File: src/rtl/ppdc_sqrt.sv
module ppdc_sqrt #(
	parameter int RW = 25,
	parameter int SW = 8
) (
	input  logic            clk,
	input  logic            arst_n,
	input  logic            en,
	input  logic            in_valid,
	input  logic [2*RW-1:0] radicand,
	input  logic [SW-1:0]   side,
	output logic            out_valid,
	output logic [RW-1:0]   root,
	output logic [SW-1:0]   side_out
);

	logic            vld_s [0:RW];
	logic [RW:0]     rem_s [0:RW];
	logic [RW-1:0]   rt_s  [0:RW];
	logic [2*RW-1:0] nn_s  [0:RW];
	logic [SW-1:0]   sd_s  [0:RW];

	assign vld_s[0] = in_valid;
	assign rem_s[0] = '0;
	assign rt_s[0]  = '0;
	assign nn_s[0]  = radicand;
	assign sd_s[0]  = side;

	// one root bit per stage, two radicand bits brought down
	for (genvar i = 0; i < RW; i++) begin : g_step
		logic [RW+2:0] t;
		logic [RW+2:0] trial;
		logic          ge;
		assign t     = {rem_s[i], nn_s[i][2*RW-1 -: 2]};
		assign trial = {1'b0, rt_s[i], 2'b01};
		assign ge    = (t >= trial);

		always_ff @(posedge clk or negedge arst_n) begin
			if (!arst_n) begin
				vld_s[i+1] <= 1'b0;
			end else if (en) begin
				vld_s[i+1] <= vld_s[i];
			end
		end

		always_ff @(posedge clk) begin
			if (en) begin
				rem_s[i+1] <= ge ? (RW+1)'(t - trial) : (RW+1)'(t);
				rt_s[i+1]  <= {rt_s[i][RW-2:0], ge};
				nn_s[i+1]  <= {nn_s[i][2*RW-3:0], 2'b00};
				sd_s[i+1]  <= sd_s[i];
			end
		end
	end

	assign out_valid = vld_s[RW];
	assign root      = rt_s[RW];
	assign side_out  = sd_s[RW];

	logic unused_tail;
	assign unused_tail = ^{rem_s[RW], nn_s[RW]};

endmodule

File: config.mk
export PLATFORM = sky130hd
export DESIGN_NAME = ppdc_sqrt
export DESIGN_NICKNAME = d
export VERILOG_FILES = /design/src/rtl/ppdc_sqrt.sv
export SDC_FILE = /design/constraint.sdc
export NUM_CORES = 2
export LEC_CHECK = 0
export BUFFER_PORTS_ARGS = -buffer_cell sky130_fd_sc_hd__buf_2
export CORE_MARGIN = 5
export CORE_UTILIZATION = 60
export CTS_CLUSTER_SIZE = 28
export DETAILED_ROUTE_END_ITERATION = 8
export PLACE_DENSITY = 0.76
export SLEW_MARGIN = 20
export SYNTH_ARGS = -nofsm -noshare
export SYNTH_HDL_FRONTEND = slang
export SYNTH_SLANG_ARGS = --single-unit
File: constraint.sdc
create_clock -name clk -period 3.8 [get_ports clk]
set_clock_uncertainty 0.05 [all_clocks]
set_input_delay 0.19 -clock clk [delete_from_list [all_inputs] [get_ports clk]]
set_output_delay 0.19 -clock clk [all_outputs]
set_load 0.1 [all_outputs]
---- Word-level counts from Yosys, hierarchy flattened ----
Index checks and enable logic that the tools add are counted.
storage, ports and cells
  register bits after elaboration ......... 1751
  logic and storage cells ................. 197
  output and inout port bits .............. 34
operators by class
  add/subtract/negate cells ............... 24
  $lt $le $gt $ge ......................... 25
  multiplexer cells ....................... 24
operators with widths
  operator                                          number
  26-bit two-way mux                                23
  28-bit by 10-bit >= comparator with 1-bit output  1
  28-bit by 11-bit >= comparator with 1-bit output  1
  28-bit by 12-bit >= comparator with 1-bit output  1
  28-bit by 13-bit >= comparator with 1-bit output  1
  28-bit by 14-bit >= comparator with 1-bit output  1
  28-bit by 15-bit >= comparator with 1-bit output  1
  28-bit by 16-bit >= comparator with 1-bit output  1
  28-bit by 17-bit >= comparator with 1-bit output  1
  28-bit by 18-bit >= comparator with 1-bit output  1
  28-bit by 19-bit >= comparator with 1-bit output  1
  28-bit by 20-bit >= comparator with 1-bit output  1
  28-bit by 21-bit >= comparator with 1-bit output  1
  28-bit by 22-bit >= comparator with 1-bit output  1
  28-bit by 23-bit >= comparator with 1-bit output  1
  28-bit by 24-bit >= comparator with 1-bit output  1
  28-bit by 25-bit >= comparator with 1-bit output  1
  28-bit by 26-bit >= comparator with 1-bit output  1
  28-bit by 3-bit >= comparator with 1-bit output   1
  28-bit by 4-bit >= comparator with 1-bit output   1
  28-bit by 5-bit >= comparator with 1-bit output   1
  28-bit by 6-bit >= comparator with 1-bit output   1
  28-bit by 7-bit >= comparator with 1-bit output   1
  28-bit by 8-bit >= comparator with 1-bit output   1
  other kinds (27)                                  27

---- Depth between registers and ports, before layout ----
  word-level depth ........................ 2
  gate-level depth with buffers ........... 13

---- Worst setup path after synthesis ----
No wires, ideal clock.
  path type ............................... reg-to-reg
  from .................................... reg rem_s (netlist bit g_step[19].t[2])
  to ...................................... reg rem_s (netlist bit g_step[20].t[10]), data pin
  arrival ................................. 2965 ps
  buffers on the path ..................... 1
  clock period less this slack ............ 3285 ps
  slack ................................... 515 ps
  setup time .............................. 270 ps
  cell stages (with the launch flop) ...... 13
  path through ............................ edfxtp_1 ha_1 nor2b_1 o31a_1 o211a_1 a211oi_1 o21ai_0 o311a_1 nor2_1 clkinv_1 clkbuf_1 nor2_1 a21oi_1
between the ends
  longest elaborated chain between the ends .. 2
ends and longest elaborated chain
  what                                                                                                                RTL line  source
  from (decl)                                                                                                         17        logic [RW:0] rem_s [0:RW];
  from (signal, indexed assignment)                                                                                   47        rem_s[i+1] <= ge ? (RW+1)'(t - trial) : (RW+1)'(t);
  26-bit by 21-bit subtractor with 26-bit output or 28-bit by 21-bit >= comparator with 1-bit output (tied branches)  47, 35
  26-bit two-way mux *                                                                                                47
Every way passes the cells marked *; elsewhere a longest branch is shown, timed or not.
A chain may end at the register's enable or synchronous reset.

---- Worst setup path in the final report ----
  from .................................... reg rt_s (netlist bit g_step[10].trial[2])
  to ...................................... reg rem_s (netlist bit g_step[11].t[18]), data pin
between the ends
  longest elaborated chain between the ends .. 2
ends and longest elaborated chain
  what                                                                                                                RTL line  source
  from (decl)                                                                                                         18        logic [RW-1:0] rt_s [0:RW];
  from (signal, indexed assignment)                                                                                   48        rt_s[i+1] <= {rt_s[i][RW-2:0], ge};
  26-bit by 12-bit subtractor with 26-bit output or 28-bit by 12-bit >= comparator with 1-bit output (tied branches)  47, 35
  26-bit two-way mux *                                                                                                47
Marked as above.

==> results.txt <==
* Number of synthesized register bits: between 1,500 and 2,000
- Total Routed Length: 138 mm
* Count of placed standard cells in the final layout, fillers left out: approximately 7,700
* H-tree depth: 4
* Root cell of the clock tree: sky130_fd_sc_hd__clkbuf_16
* Status: finished clean
- Among all flip-flop cells after synthesis, the most frequent one is sky130_fd_sc_hd__edfxtp_1.
* Post-route ant nets: 0
- STA puts the critical path data required time at approximately 4300 ps.
- The commonest cells after synthesis are sky130_fd_sc_hd__edfxtp_1 (1,714), sky130_fd_sc_hd__inv_1 (435), sky130_fd_sc_hd__nand2_1 (354).
* Antenna diode instance count: 0
- Die footprint: 0.135 mm^2
* Hold Fails Final Rpt: 0
- The total overflow left after global routing is 0.
- Initial Util: roughly 60%
- The first TritonRoute pass finished after 6 iterations.
- After detailed routing, the number of vias per cell comes to ~5.7.
* Yosys synthesis warning count: 0
* Post-route core utilization: 67.9%
- Clock insertion delay at the later pin of the skew report: 780 ps
* Area of the core: 0.127 mm^2
* Final setup vio count: 0
- Along the worst path, the maximum fanout reaches 7.
* # placed instances: around 7,300
* Number of buffer cells added on primary ports: 95
- Top-level I/O count: 96
- Width of the chip: about 370 um
- For this run, the total global-route usage over all layers was measured as approximately a fifth.
- Layout area overhead: 12.9%
- Post-synthesis sequential area ratio: 68.2%
- Worst reg-to-reg path cell count: 12
- Worst supply voltage drop on vdd: 563 uV
- Height of the chip: between 300 and 400 um
- Post-place instance area: 0.0798 mm^2
* Biggest area consumer among synthesized cells: sky130_fd_sc_hd__edfxtp_1
* Via count: around 44,000
- In this run, synthesis inferred between 1,500 and 2,000 flip-flops with an integrated enable.
- Combined area of the multi-input logic cells: 0.0223 mm^2
- After detailed routing, the number of remaining DRC violations is 0.
* Headroom to the max-slew limit: between 30% and 40%
- Maximum frequency from static timing analysis: approximately 0.28 GHz
- Final net count: 6,301
- The tightest min-delay check is of the in -> reg type.
- The number of nets in the synthesized netlist is roughly 5,900.
* Final HPWL DP: between 90 and 100 mm
* Proportion of netlist area held by the largest area contributor: a little under 70%
- The analysis attributes to cell leakage a power of about 33 nW.
* Final period utilization: between 90 and 100%
* Post-detailed-route wirelength per cell: 18.0 um
* Via count of the first global-routing pass: between 40,000 and 50,000
- The longest clock path from root to sink contains 3 buffers.
- In the post-synthesis netlist, the cell with the most instances is sky130_fd_sc_hd__edfxtp_1.
* Biggest area contributors in the synthesized netlist: sky130_fd_sc_hd__edfxtp_1 (67%), sky130_fd_sc_hd__ha_1 (5.8%), sky130_fd_sc_hd__xnor2_1 (2.8%)
- Row generation in the floorplan step produced about 130 rows.
- Final weighted congestion in routability-driven placement: around 0.9
- Buffers added to address setup during post-CTS repair amount to 0.
* Combined area of all synthesized cells: 0.0764 mm^2
- Number of fill cells in the layout: around 8,600
- Synthesis instantiated 84 different standard cells from the library.
* Type of the worst setup path: reg -> reg
- Layout Cell Area excl Fill: between 0.08 and 0.09 mm^2
* Post-Synthesis Mean Instance Area: roughly 14 um^2
* Total power divided by cell area: between 500 and 600 mW/mm^2
* Fin Setup TNS: 0 ps
- Worst setup SP type: flop
- Number of antenna violations at the first check in global routing: 1
* Post-CTS clock slew at the launch and capture registers of the worst setup and hold paths: ~60 ps
- Setup repair after global routing left no endpoint under its margin.
* Clock sink count: 1,739
* TritonCTS Buffers: 173
- The smallest clock period supported by the final layout is computed as 3580 ps.
- Clock tree from TritonCTS: done
* Final count of pins violating max slew: 0
* Cells after synthesis: approximately 5,500
- Of all flip-flops after synthesis, the portion carrying an async set or reset was under 10%.
- After the first detailed-routing iteration, the DRC count stood at 3,585.
* Max-Cap Viols: 0
- Critical path endpoint category: flop
- Worst R2R Setup Slack: 220 ps
* Wire length of the first global-routing pass: roughly 220 mm
* Share of cells above drive strength 1: ~10%
- Slew at the pin closest to its max-slew limit: ~900 ps
- Entering global routing, the biggest net connects around 120 pins.
- Register cell area after layout: between 0.05 and 0.06 mm^2
* Worst Hold Depth: 2
* Critical path arrival: between 4000 and 5000 ps
[layer usage]
metal / track usage (%) / vias up / share of wire, %
li1: - / 21186 / -
met2: 33.7 / 1042 / 48
met4: 7.14 / 0 / 3.3
met3: 3.33 / 255 / 4.8
met5: 0 / - / 0
met1: 28.1 / 21042 / 44
[stage by stage]
| step | total power, mW | setup WS [ps] | hold slack [ps] |
|---|---|---|---|
| 2_1_floorplan | 31.1 | 515 | -156 |
| 3_3_place_gp | 33.5 | 339 | 140 |
| 3_5_place_dp | 33.7 | 311 | 163 |
| 4_1_cts | 51.1 | 276 | 0.00427 |
| 5_1_grt | 53.1 | 59.9 | 34.4 |
| 6_report | 50.6 | 224 | 71.0 |
[cells in the final DEF (no fill, tap or decap), drive strengths merged, types with 20 or more instances in the layout]
cell type / Yosys / routed
edfxtp: 1714 / 1714
inv: 436 / 445
nand2: 354 / 354
ha: 352 / 352
nor2: 331 / 331
a21oi: 301 / 301
o21ai: 268 / 268
xnor2: 244 / 244
xor2: 222 / 222
clkbuf: 54 / 213
buf: 26 / 210
nor3: 123 / 123
a21o: 122 / 122
nand3: 90 / 90
mux2: 80 / 80
nand2b: 78 / 78
clkinv: 2 / 68
o21a: 67 / 67
dlygate4sd3: 0 / 67
nor4: 64 / 64
nand4: 60 / 60
nor2b: 54 / 54
or3: 54 / 54
o31ai: 35 / 35
or4: 33 / 33
a31oi: 26 / 26
and3: 25 / 25
or2: 25 / 25
dfrtp: 25 / 25
a211oi: 24 / 24
and2: 23 / 23
o21bai: 20 / 20
bufinv: 0 / 20
[repair_timing]
item	4_1_cts	5_1_grt
hold endpoints to repair	172	0
gates resized for setup	0	1
setup endpoints to repair	0	1
hold buffers	68	0
[worst max-delay path, stage by stage (launching register included)]
cell,delay (ps)
sky130_fd_sc_hd__edfxtp_1,400
sky130_fd_sc_hd__inv_1,60
sky130_fd_sc_hd__ha_1,330
sky130_fd_sc_hd__nor2b_1,140
sky130_fd_sc_hd__o21ai_0,230
sky130_fd_sc_hd__a21oi_1,150
sky130_fd_sc_hd__o31a_1,300
sky130_fd_sc_hd__o21ai_0,620
sky130_fd_sc_hd__and3_1,350
sky130_fd_sc_hd__inv_1,210
sky130_fd_sc_hd__nand3_1,210
sky130_fd_sc_hd__nor4_1,80
sky130_fd_sc_hd__xor2_1,170
[cell families (layout without fill, tap and decap cells)]
| logic type | count (synthesis) | count (layout) | share of synthesized area [%] |
|---|---|---|---|
| flops | 1739 | 1739 | 68.2 |
| fa+ha+maj | 352 | 352 | 5.76 |
| compound gates | 976 | 976 | 7.83 |
| simple gates | 1375 | 1375 | 8.96 |
| xor+xnor | 466 | 466 | 5.34 |
| mux | 88 | 88 | 1.28 |
| other cells | 1 | 1 | 0.00491 |
| buf+inv | 518 | 1034 | 2.63 |
[layout make-up]
cell class	count	area share, %
multi-input cells	3258	25.9
clock inverters	106	1.35
inverters	438	1.91
flip-flops and latches	1739	60.4
well taps	1662	2.41
repair buffers	277	2.68
clock buffers	213	5.34
[sequential cells by signal, indices dropped and copies added (netlist names)]
signal / flops
vld_s: 24
nn_s: 552
g_step.trial: 300
sd_s: 192
g_step.t: 637
side_out: 8
root: 25
out_valid: 1
[where the power goes]
part,total (mW),switching (mW),internal (mW)
registers,25.2,1.27,23.9
clock network,17.1,7.07,10.0
logic,8.31,4.72,3.59
[final timing paths]
check / start / endpoint
worst max-delay path: g_step[10].trial[2]$_DFFE_PP_ / g_step[11].t[18]$_DFFE_PP_
worst min-delay path: radicand[28] / nn_s[1230]$_DFFE_PP_
worst max register to register: g_step[10].trial[2]$_DFFE_PP_ / g_step[11].t[18]$_DFFE_PP_
worst min register to register: nn_s[828]$_DFFE_PP_ / nn_s[780]$_DFFE_PP_
max in group asynchronous: arst_n / vld_s[3]$_DFFE_PN0P_
min in group asynchronous: arst_n / vld_s[14]$_DFFE_PN0P_
No activity file was read; power rests on OpenSTA's default activity.
