<file path="config.mk">
export PLATFORM = sky130hd
export DESIGN_NAME = ppdc_cordic
export DESIGN_NICKNAME = d
export VERILOG_FILES = /design/src/rtl/ppdc_pkg.sv /design/src/rtl/ppdc_cordic.sv
export SDC_FILE = /design/constraint.sdc
export NUM_CORES = 2
export LEC_CHECK = 0
export BUFFER_PORTS_ARGS = -buffer_cell sky130_fd_sc_hd__buf_2
export CAP_MARGIN = 20
export CORE_MARGIN = 2
export CORE_UTILIZATION = 59
export CTS_BUF_LIST = sky130_fd_sc_hd__clkbuf_16
export CTS_CLUSTER_DIAMETER = 80
export DETAILED_ROUTE_END_ITERATION = 10
export GPL_ROUTABILITY_DRIVEN = 0
export PLACE_DENSITY = 0.78
export SLEW_MARGIN = 10
export SYNTH_ARGS = -nofsm -noshare
export SYNTH_HDL_FRONTEND = slang
export SYNTH_SLANG_ARGS = --single-unit
</file>
<file path="constraint.sdc">
create_clock -name clk -period 5.55 [get_ports clk]
set_input_delay 0.8325 -clock clk [delete_from_list [all_inputs] [get_ports clk]]
set_output_delay 0.8325 -clock clk [all_outputs]
set_load 0.02 [all_outputs]
</file>
<file path="src/rtl/ppdc_pkg.sv">
package ppdc_pkg;

	// register indexes on the configuration port
	typedef enum logic [2:0] {
		CFG_CURVE_GAIN    = 3'd0,
		CFG_VELOCITY_GAIN = 3'd1,
		CFG_MAX_VELOCITY  = 3'd2,
		CFG_LOOKAHEAD     = 3'd3,
		CFG_ANGULAR_GAIN  = 3'd4,
		CFG_STOP_DISTANCE = 3'd5
	} cfg_idx_t;

	// cordic datapath width, q30 vectors and q29 angles
	localparam int CW = 34;

	localparam logic signed [CW-1:0] INV_GAIN_Q30 = 34'sd652032874;
	localparam logic signed [CW-1:0] PI_Q29       = 34'sd1686629713;
	localparam logic signed [CW-1:0] HALF_PI_Q29  = 34'sd843314857;

	// arctangent of 2^-i in q29
	function automatic logic signed [CW-1:0] atan_q29(input int idx);
		logic signed [CW-1:0] r;
		case (idx)
			0:       r = 34'sd421657428;
			1:       r = 34'sd248918915;
			2:       r = 34'sd131521918;
			3:       r = 34'sd66762579;
			4:       r = 34'sd33510843;
			5:       r = 34'sd16771758;
			6:       r = 34'sd8387925;
			7:       r = 34'sd4194219;
			8:       r = 34'sd2097141;
			9:       r = 34'sd1048575;
			10:      r = 34'sd524288;
			11:      r = 34'sd262144;
			12:      r = 34'sd131072;
			13:      r = 34'sd65536;
			14:      r = 34'sd32768;
			15:      r = 34'sd16384;
			16:      r = 34'sd8192;
			17:      r = 34'sd4096;
			18:      r = 34'sd2048;
			19:      r = 34'sd1024;
			20:      r = 34'sd512;
			21:      r = 34'sd256;
			22:      r = 34'sd128;
			23:      r = 34'sd64;
			default: r = '0;
		endcase
		return r;
	endfunction

endpackage

</file>
<file path="src/rtl/ppdc_cordic.sv">
module ppdc_cordic import ppdc_pkg::*; #(
	parameter int STEPS = 16,
	parameter int SW    = 8
) (
	input  logic                 clk,
	input  logic                 arst_n,
	input  logic                 en,
	input  logic                 in_valid,
	input  logic signed [15:0]   heading,
	input  logic [SW-1:0]        side,
	output logic                 out_valid,
	output logic signed [CW-1:0] cos_o,
	output logic signed [CW-1:0] sin_o,
	output logic [SW-1:0]        side_out
);

	logic                 vld_s [0:STEPS];
	logic signed [CW-1:0] x_s   [0:STEPS];
	logic signed [CW-1:0] y_s   [0:STEPS];
	logic signed [CW-1:0] z_s   [0:STEPS];
	logic                 neg_s [0:STEPS];
	logic [SW-1:0]        sd_s  [0:STEPS];
	logic signed [CW-1:0] z_in;

	assign z_in = {{(CW-32){heading[15]}}, heading, 16'd0};

	// half-turn reduction into the convergence range
	always_ff @(posedge clk or negedge arst_n) begin
		if (!arst_n) begin
			vld_s[0] <= 1'b0;
		end else if (en) begin
			vld_s[0] <= in_valid;
		end
	end

	always_ff @(posedge clk) begin
		if (en) begin
			x_s[0]  <= INV_GAIN_Q30;
			y_s[0]  <= '0;
			sd_s[0] <= side;
			if (z_in > HALF_PI_Q29) begin
				z_s[0]   <= z_in - PI_Q29;
				neg_s[0] <= 1'b1;
			end else if (z_in < -HALF_PI_Q29) begin
				z_s[0]   <= z_in + PI_Q29;
				neg_s[0] <= 1'b1;
			end else begin
				z_s[0]   <= z_in;
				neg_s[0] <= 1'b0;
			end
		end
	end

	for (genvar i = 0; i < STEPS; i++) begin : g_step
		logic signed [CW-1:0] xs;
		logic signed [CW-1:0] ys;
		assign xs = x_s[i] >>> i;
		assign ys = y_s[i] >>> i;

		always_ff @(posedge clk or negedge arst_n) begin
			if (!arst_n) begin
				vld_s[i+1] <= 1'b0;
			end else if (en) begin
				vld_s[i+1] <= vld_s[i];
			end
		end

		always_ff @(posedge clk) begin
			if (en) begin
				neg_s[i+1] <= neg_s[i];
				sd_s[i+1]  <= sd_s[i];
				if (z_s[i] >= 0) begin
					x_s[i+1] <= x_s[i] - ys;
					y_s[i+1] <= y_s[i] + xs;
					z_s[i+1] <= z_s[i] - atan_q29(i);
				end else begin
					x_s[i+1] <= x_s[i] + ys;
					y_s[i+1] <= y_s[i] - xs;
					z_s[i+1] <= z_s[i] + atan_q29(i);
				end
			end
		end
	end

	assign out_valid = vld_s[STEPS];
	assign cos_o     = neg_s[STEPS] ? -x_s[STEPS] : x_s[STEPS];
	assign sin_o     = neg_s[STEPS] ? -y_s[STEPS] : y_s[STEPS];
	assign side_out  = sd_s[STEPS];

	// residual angle is not needed at the output
	logic unused_z;
	assign unused_z = ^z_s[STEPS];

endmodule

</file>
# Yosys cells after proc, flatten, opt, wreduce, memory -nomap -nowiden
# Memory sizes are Yosys's and may differ from the RTL's.
# Cells that the tools add are included.
dict set report word_totals {
  n_memories 5
  mem_bits_rw 1887
  elab_cells 354
  reg_bits 17
  output_inout_bits 77
}
dict set report op_classes {
  order_cmp 18
  muxes 163
  bitwise_logic 52
  n_addsub 99
}
# memory words width rd rd_clocked_by_memory_dff wr line
set memory_table {}
lappend memory_table {x_s 17 34 17 0 17 ppdc_cordic.sv:18} ;# logic signed [CW-1:0] x_s [0:STEPS];
lappend memory_table {y_s 17 34 17 0 17 ppdc_cordic.sv:19} ;# logic signed [CW-1:0] y_s [0:STEPS];
lappend memory_table {z_s 17 34 16 0 17 ppdc_cordic.sv:20} ;# logic signed [CW-1:0] z_s [0:STEPS];
lappend memory_table {sd_s 17 8 17 0 17 ppdc_cordic.sv:22} ;# logic [SW-1:0] sd_s [0:STEPS];
lappend memory_table {neg_s 17 1 17 0 17 ppdc_cordic.sv:21} ;# logic neg_s [0:STEPS];
# op n
set op_table {}
lappend op_table {{2-to-1 mux 34 bit} 52}
lappend op_table {{greater-or-equal comparator 34 x 1 -> 1 bit (second input constant)} 16}
lappend op_table {{2-to-1 mux 1 bit} 111}
lappend op_table {{adder 34 x 19 -> 34 bit} 2}
lappend op_table {{adder 34 x 20 -> 34 bit} 2}
lappend op_table {{adder 34 x 21 -> 34 bit} 2}
lappend op_table {{adder 34 x 21 -> 34 bit (second input constant)} 2}
lappend op_table {{adder 34 x 22 -> 34 bit} 2}
lappend op_table {{adder 34 x 23 -> 34 bit} 2}
lappend op_table {{adder 34 x 24 -> 34 bit} 2}
lappend op_table {{adder 34 x 25 -> 34 bit} 2}
lappend op_table {{adder 34 x 26 -> 34 bit} 2}
lappend op_table {{adder 34 x 27 -> 34 bit} 2}
lappend op_table {{adder 34 x 28 -> 34 bit} 2}
lappend op_table {{adder 34 x 29 -> 34 bit} 2}
lappend op_table {{adder 34 x 30 -> 34 bit} 2}
lappend op_table {{adder 34 x 31 -> 34 bit} 2}
lappend op_table {{adder 34 x 32 -> 34 bit} 2}
lappend op_table {{adder 34 x 33 -> 34 bit} 2}
lappend op_table {{negator 34 bit} 2}
lappend op_table {{subtractor 34 x 19 -> 34 bit} 2}
lappend op_table {{subtractor 34 x 20 -> 34 bit} 2}
lappend op_table {{subtractor 34 x 21 -> 34 bit} 2}
lappend op_table {{subtractor 34 x 21 -> 34 bit (second input constant)} 2}
lappend op_table {{other kinds (47)} 111}

# Longest topological paths before layout
dict set report logic_depth {
  depth_word 7
  ltp_mapped 24
  mapped_depth_nobuf 22
}

# Worst setup path before layout
# Ideal clock, no wire load.
dict set report synth_path {
  kind {in2reg}
  start {input port en}
  end {memory x_s[10][30] (data pin)}
  t_arrival_ns 5.820
  cell_stages 23
  n_path_buf 7
  setup_slack_ns -0.529
  t_required_ns 5.292
  cell_sequence {clkbuf_1 and2_1 clkbuf_1 inv_1 clkbuf_1 buf_1 clkbuf_1 buf_1 buf_1 o31ai_1 xnor2_1 ha_1 a21o_1 a21o_1 a21o_1 a21oi_1 a21boi_0 nor3_1 a2111oi_0 o21ai_0 a221o_1 a21oi_1 xnor2_1}
}
# element line
set synth_lines {}
lappend synth_lines {{from (decl)} ppdc_cordic.sv:7} ;# input logic en,
lappend synth_lines {{to (decl)} ppdc_cordic.sv:18}

==> results.ini <==
[yosys]
postSynth.asyncResetShare=0.0107
synth_edf_count=1568
syn-cell-area_sq_mm=0.127
synth_cells=13300
synth_top_area_frac=0.369
synth_fp_nets=14600
ys_top_cells_by_area=edfxtp_1, ha_1, xnor2_1
ys_seq_area_frac=0.373
synth_flop_cell=edfxtp_1
synth_commonest_cells=edfxtp_1, xnor2_1, a21oi_1
synth_cell_type_count=93
syn_avg_cell_area_sq_um=9.59
yosys.area.top_type=edfxtp_1
ys_ff_latch=1585
yosysWarnings=0
synth.most_common_cell=edfxtp_1

[sta]
min_period_over_period=0.975
rsz0062_at_grt=yes
max_freq_mhz=185
slew_headroom=0.300
hold_violations=0
setup_viol=0
tightest_slew_ns=1.05
slew_violations=0
layout_min_cycle_time_ns=5.41
skew_ns=0.0342

[routing]
firstDrtPassIters=10
wl_per_cell_um=19.8
totalWireLength_um=326000
drc_errors=1
ant_nets=0
vias=105000
viasPerCell=6.35
drt_iter0_drc=10800

[critical_path]
worst_path_max_delay_cell=or3b_2
worstPathMaxFanout=5
path_cells=or3_1 > or3b_2 > or2_2 > or3b_2 > nor3b_4 > a21oi_1 > xnor2_1 > ha_1 > a21o_1 > a21o_1 > a21o_1 > a21oi_1 > o21ai_0 > or2_2 > o221ai_2 > a21oi_2 > o21ai_0 > buf_4 > mux2i_1 > nand3_1
crit_top_cell=a21o_1
crit_required_ns=6.13
end_kind=register
startpoint_type=register
slowest_delay_ns=0.52
critPathKind=reg2reg
worst_ep_arrival_time_ns=6.00

[cts]
clockBufferDepth=3
numCtsBuffers=173
cts_tree=yes
clockRootBuffer=clkbuf_16
clkSinkCount=1585
cts_max_level=4
clk_latency_ns=0.87
clk_pin_slew_ns=0.06

[die]
start_util=0.594
dieArea_sq_mm=0.220
die_y_um=469
die_x_um=469
fp-row-count=170
io_pins=105
coreArea_sq_mm=0.215

[place]
hpwl_um=253000
port_buffers=104

[min_path]
hold_class=in2reg

[final_layout]
nNetsFinal=14800
post-route-util=0.645
syn_to_final_growth_pct=8.56
drive_gt1_frac=0.0608
nFillCells=16400

[global_routing]
grt_start_max_net_pins=164
grt-ovfl-total=0
grt_pass1_wl_um=519000
antenna_found_initial=2
track_usage=0.289
grt_pass1_vias=99100

[outcome]
failed_checks=design-rule violations
status=complete, but fails checks

[job]
drv_cap=0

[cell usage in the layout, fill, tap and decap left out, drive strengths merged, types with 122 or more instances in the layout]
master,netlist,final
nand2b,206,206
nand3,235,235
ha,1223,1223
o21ai,775,775
clkbuf,285,175
a31oi,162,162
buf,77,353
o31ai,154,154
nor2,1021,1021
xnor2,1319,1319
xor2,611,611
or3,122,122
o21a,186,186
edfxtp,1568,1568
nor3,315,315
o21bai,163,163
nand2,779,779
nor2b,162,162
a21oi,1282,1282
inv,582,632
a21o,538,538
[path summary, 6_finish.rpt]
check / start / endpoint / slack [ns] / cells after the start
min in group asynchronous: arst_n / vld_s[2] / 0.45 / 2
worst min-delay path: side[4] / sd_s[0][4] / 0.16 / 1
worst max-delay path: x_s[14][18] / y_s[15][31] / 0.14 / 20
worst min register to register: sd_s[9][7] / sd_s[10][7] / 0.40 / 0
worst max register to register: x_s[14][18] / y_s[15][31] / 0.14 / 20
max in group asynchronous: arst_n / vld_s[9] / 4.83 / 2
[metrics by stage]
step | setup WS (ns) | std cells | instance area (sq um) | hold slack [ns] | setup TNS [ns]
3_3_place_gp | 0.102 | 16100 | 132000 | 0.401 | 0
5_1_grt | -0.0854 | 16500 | 138000 | 0.121 | -0.154
2_1_floorplan | -0.00793 | 13300 | 128000 | 0.400 | -0.00793
3_5_place_dp | -0.0492 | 16100 | 132000 | 0.405 | -0.0492
4_1_cts | 0.0189 | 16400 | 138000 | 0.0964 | 0
6_report | 0.136 | 16500 | 138000 | 0.160 | 0
[layer usage]
metal | vias to the layer above | global-route usage | part of all wire
li1 | 49500 | - | -
met1 | 49300 | 0.379 | 0.41
met2 | 4768 | 0.472 | 0.46
met3 | 937 | 0.0389 | 0.077
met4 | 2 | 0.141 | 0.051
met5 | - | 0 | 0.000040
[what timing repair did]
action,4_1_cts,5_1_grt
setup buffers,0,1
hold buffers,1,0
hold endpoints to repair,17,0
resized for setup,1,21
setup endpoints to repair,1,22
[area by class of cell]
cell class                 count  area (sq um)  share of cell area
tap                         2838          3550              0.0257
clock buffer                 175          4380              0.0316
clock inverter               145          1610              0.0116
multi-input combinational  10800         76500               0.553
antenna                        5          12.5           0.0000904
sequential                  1585         47500               0.343
timing repair buffer         354          2600              0.0188
inverter                     589          2210              0.0160
[flip-flops by register name, indices dropped and copies added (netlist names)]
register and flops:
y_s 511, neg_s 17, z_s 420, sd_s 136
x_s 484, out_valid 1, vld_s 16
[cell families (layout without fill, tap and decap cells)]
family,Yosys count,in the layout,synth area share
flops,1585,1585,0.373
other cells,0,5,0
xor+xnor,1930,1930,0.133
compound gates,3973,3973,0.197
mux,118,118,0.00981
buf+inv,951,1263,0.0282
simple gates,3462,3462,0.132
fa+ha+maj,1280,1280,0.128
[worst max-delay path: cells and delay by family, from the launching register on]
kind | cells | cell delay, ns
compound gates | 9 | 1.54
xor+xnor | 1 | 0.13
fa+ha+maj | 1 | 0.36
buf+inv | 1 | 0.16
flops | 1 | 0.40
mux | 1 | 0.17
simple gates | 7 | 2.38
Power is not shown: default switching activity piles up to over one toggle a cycle in this logic, so the estimate is an artifact.
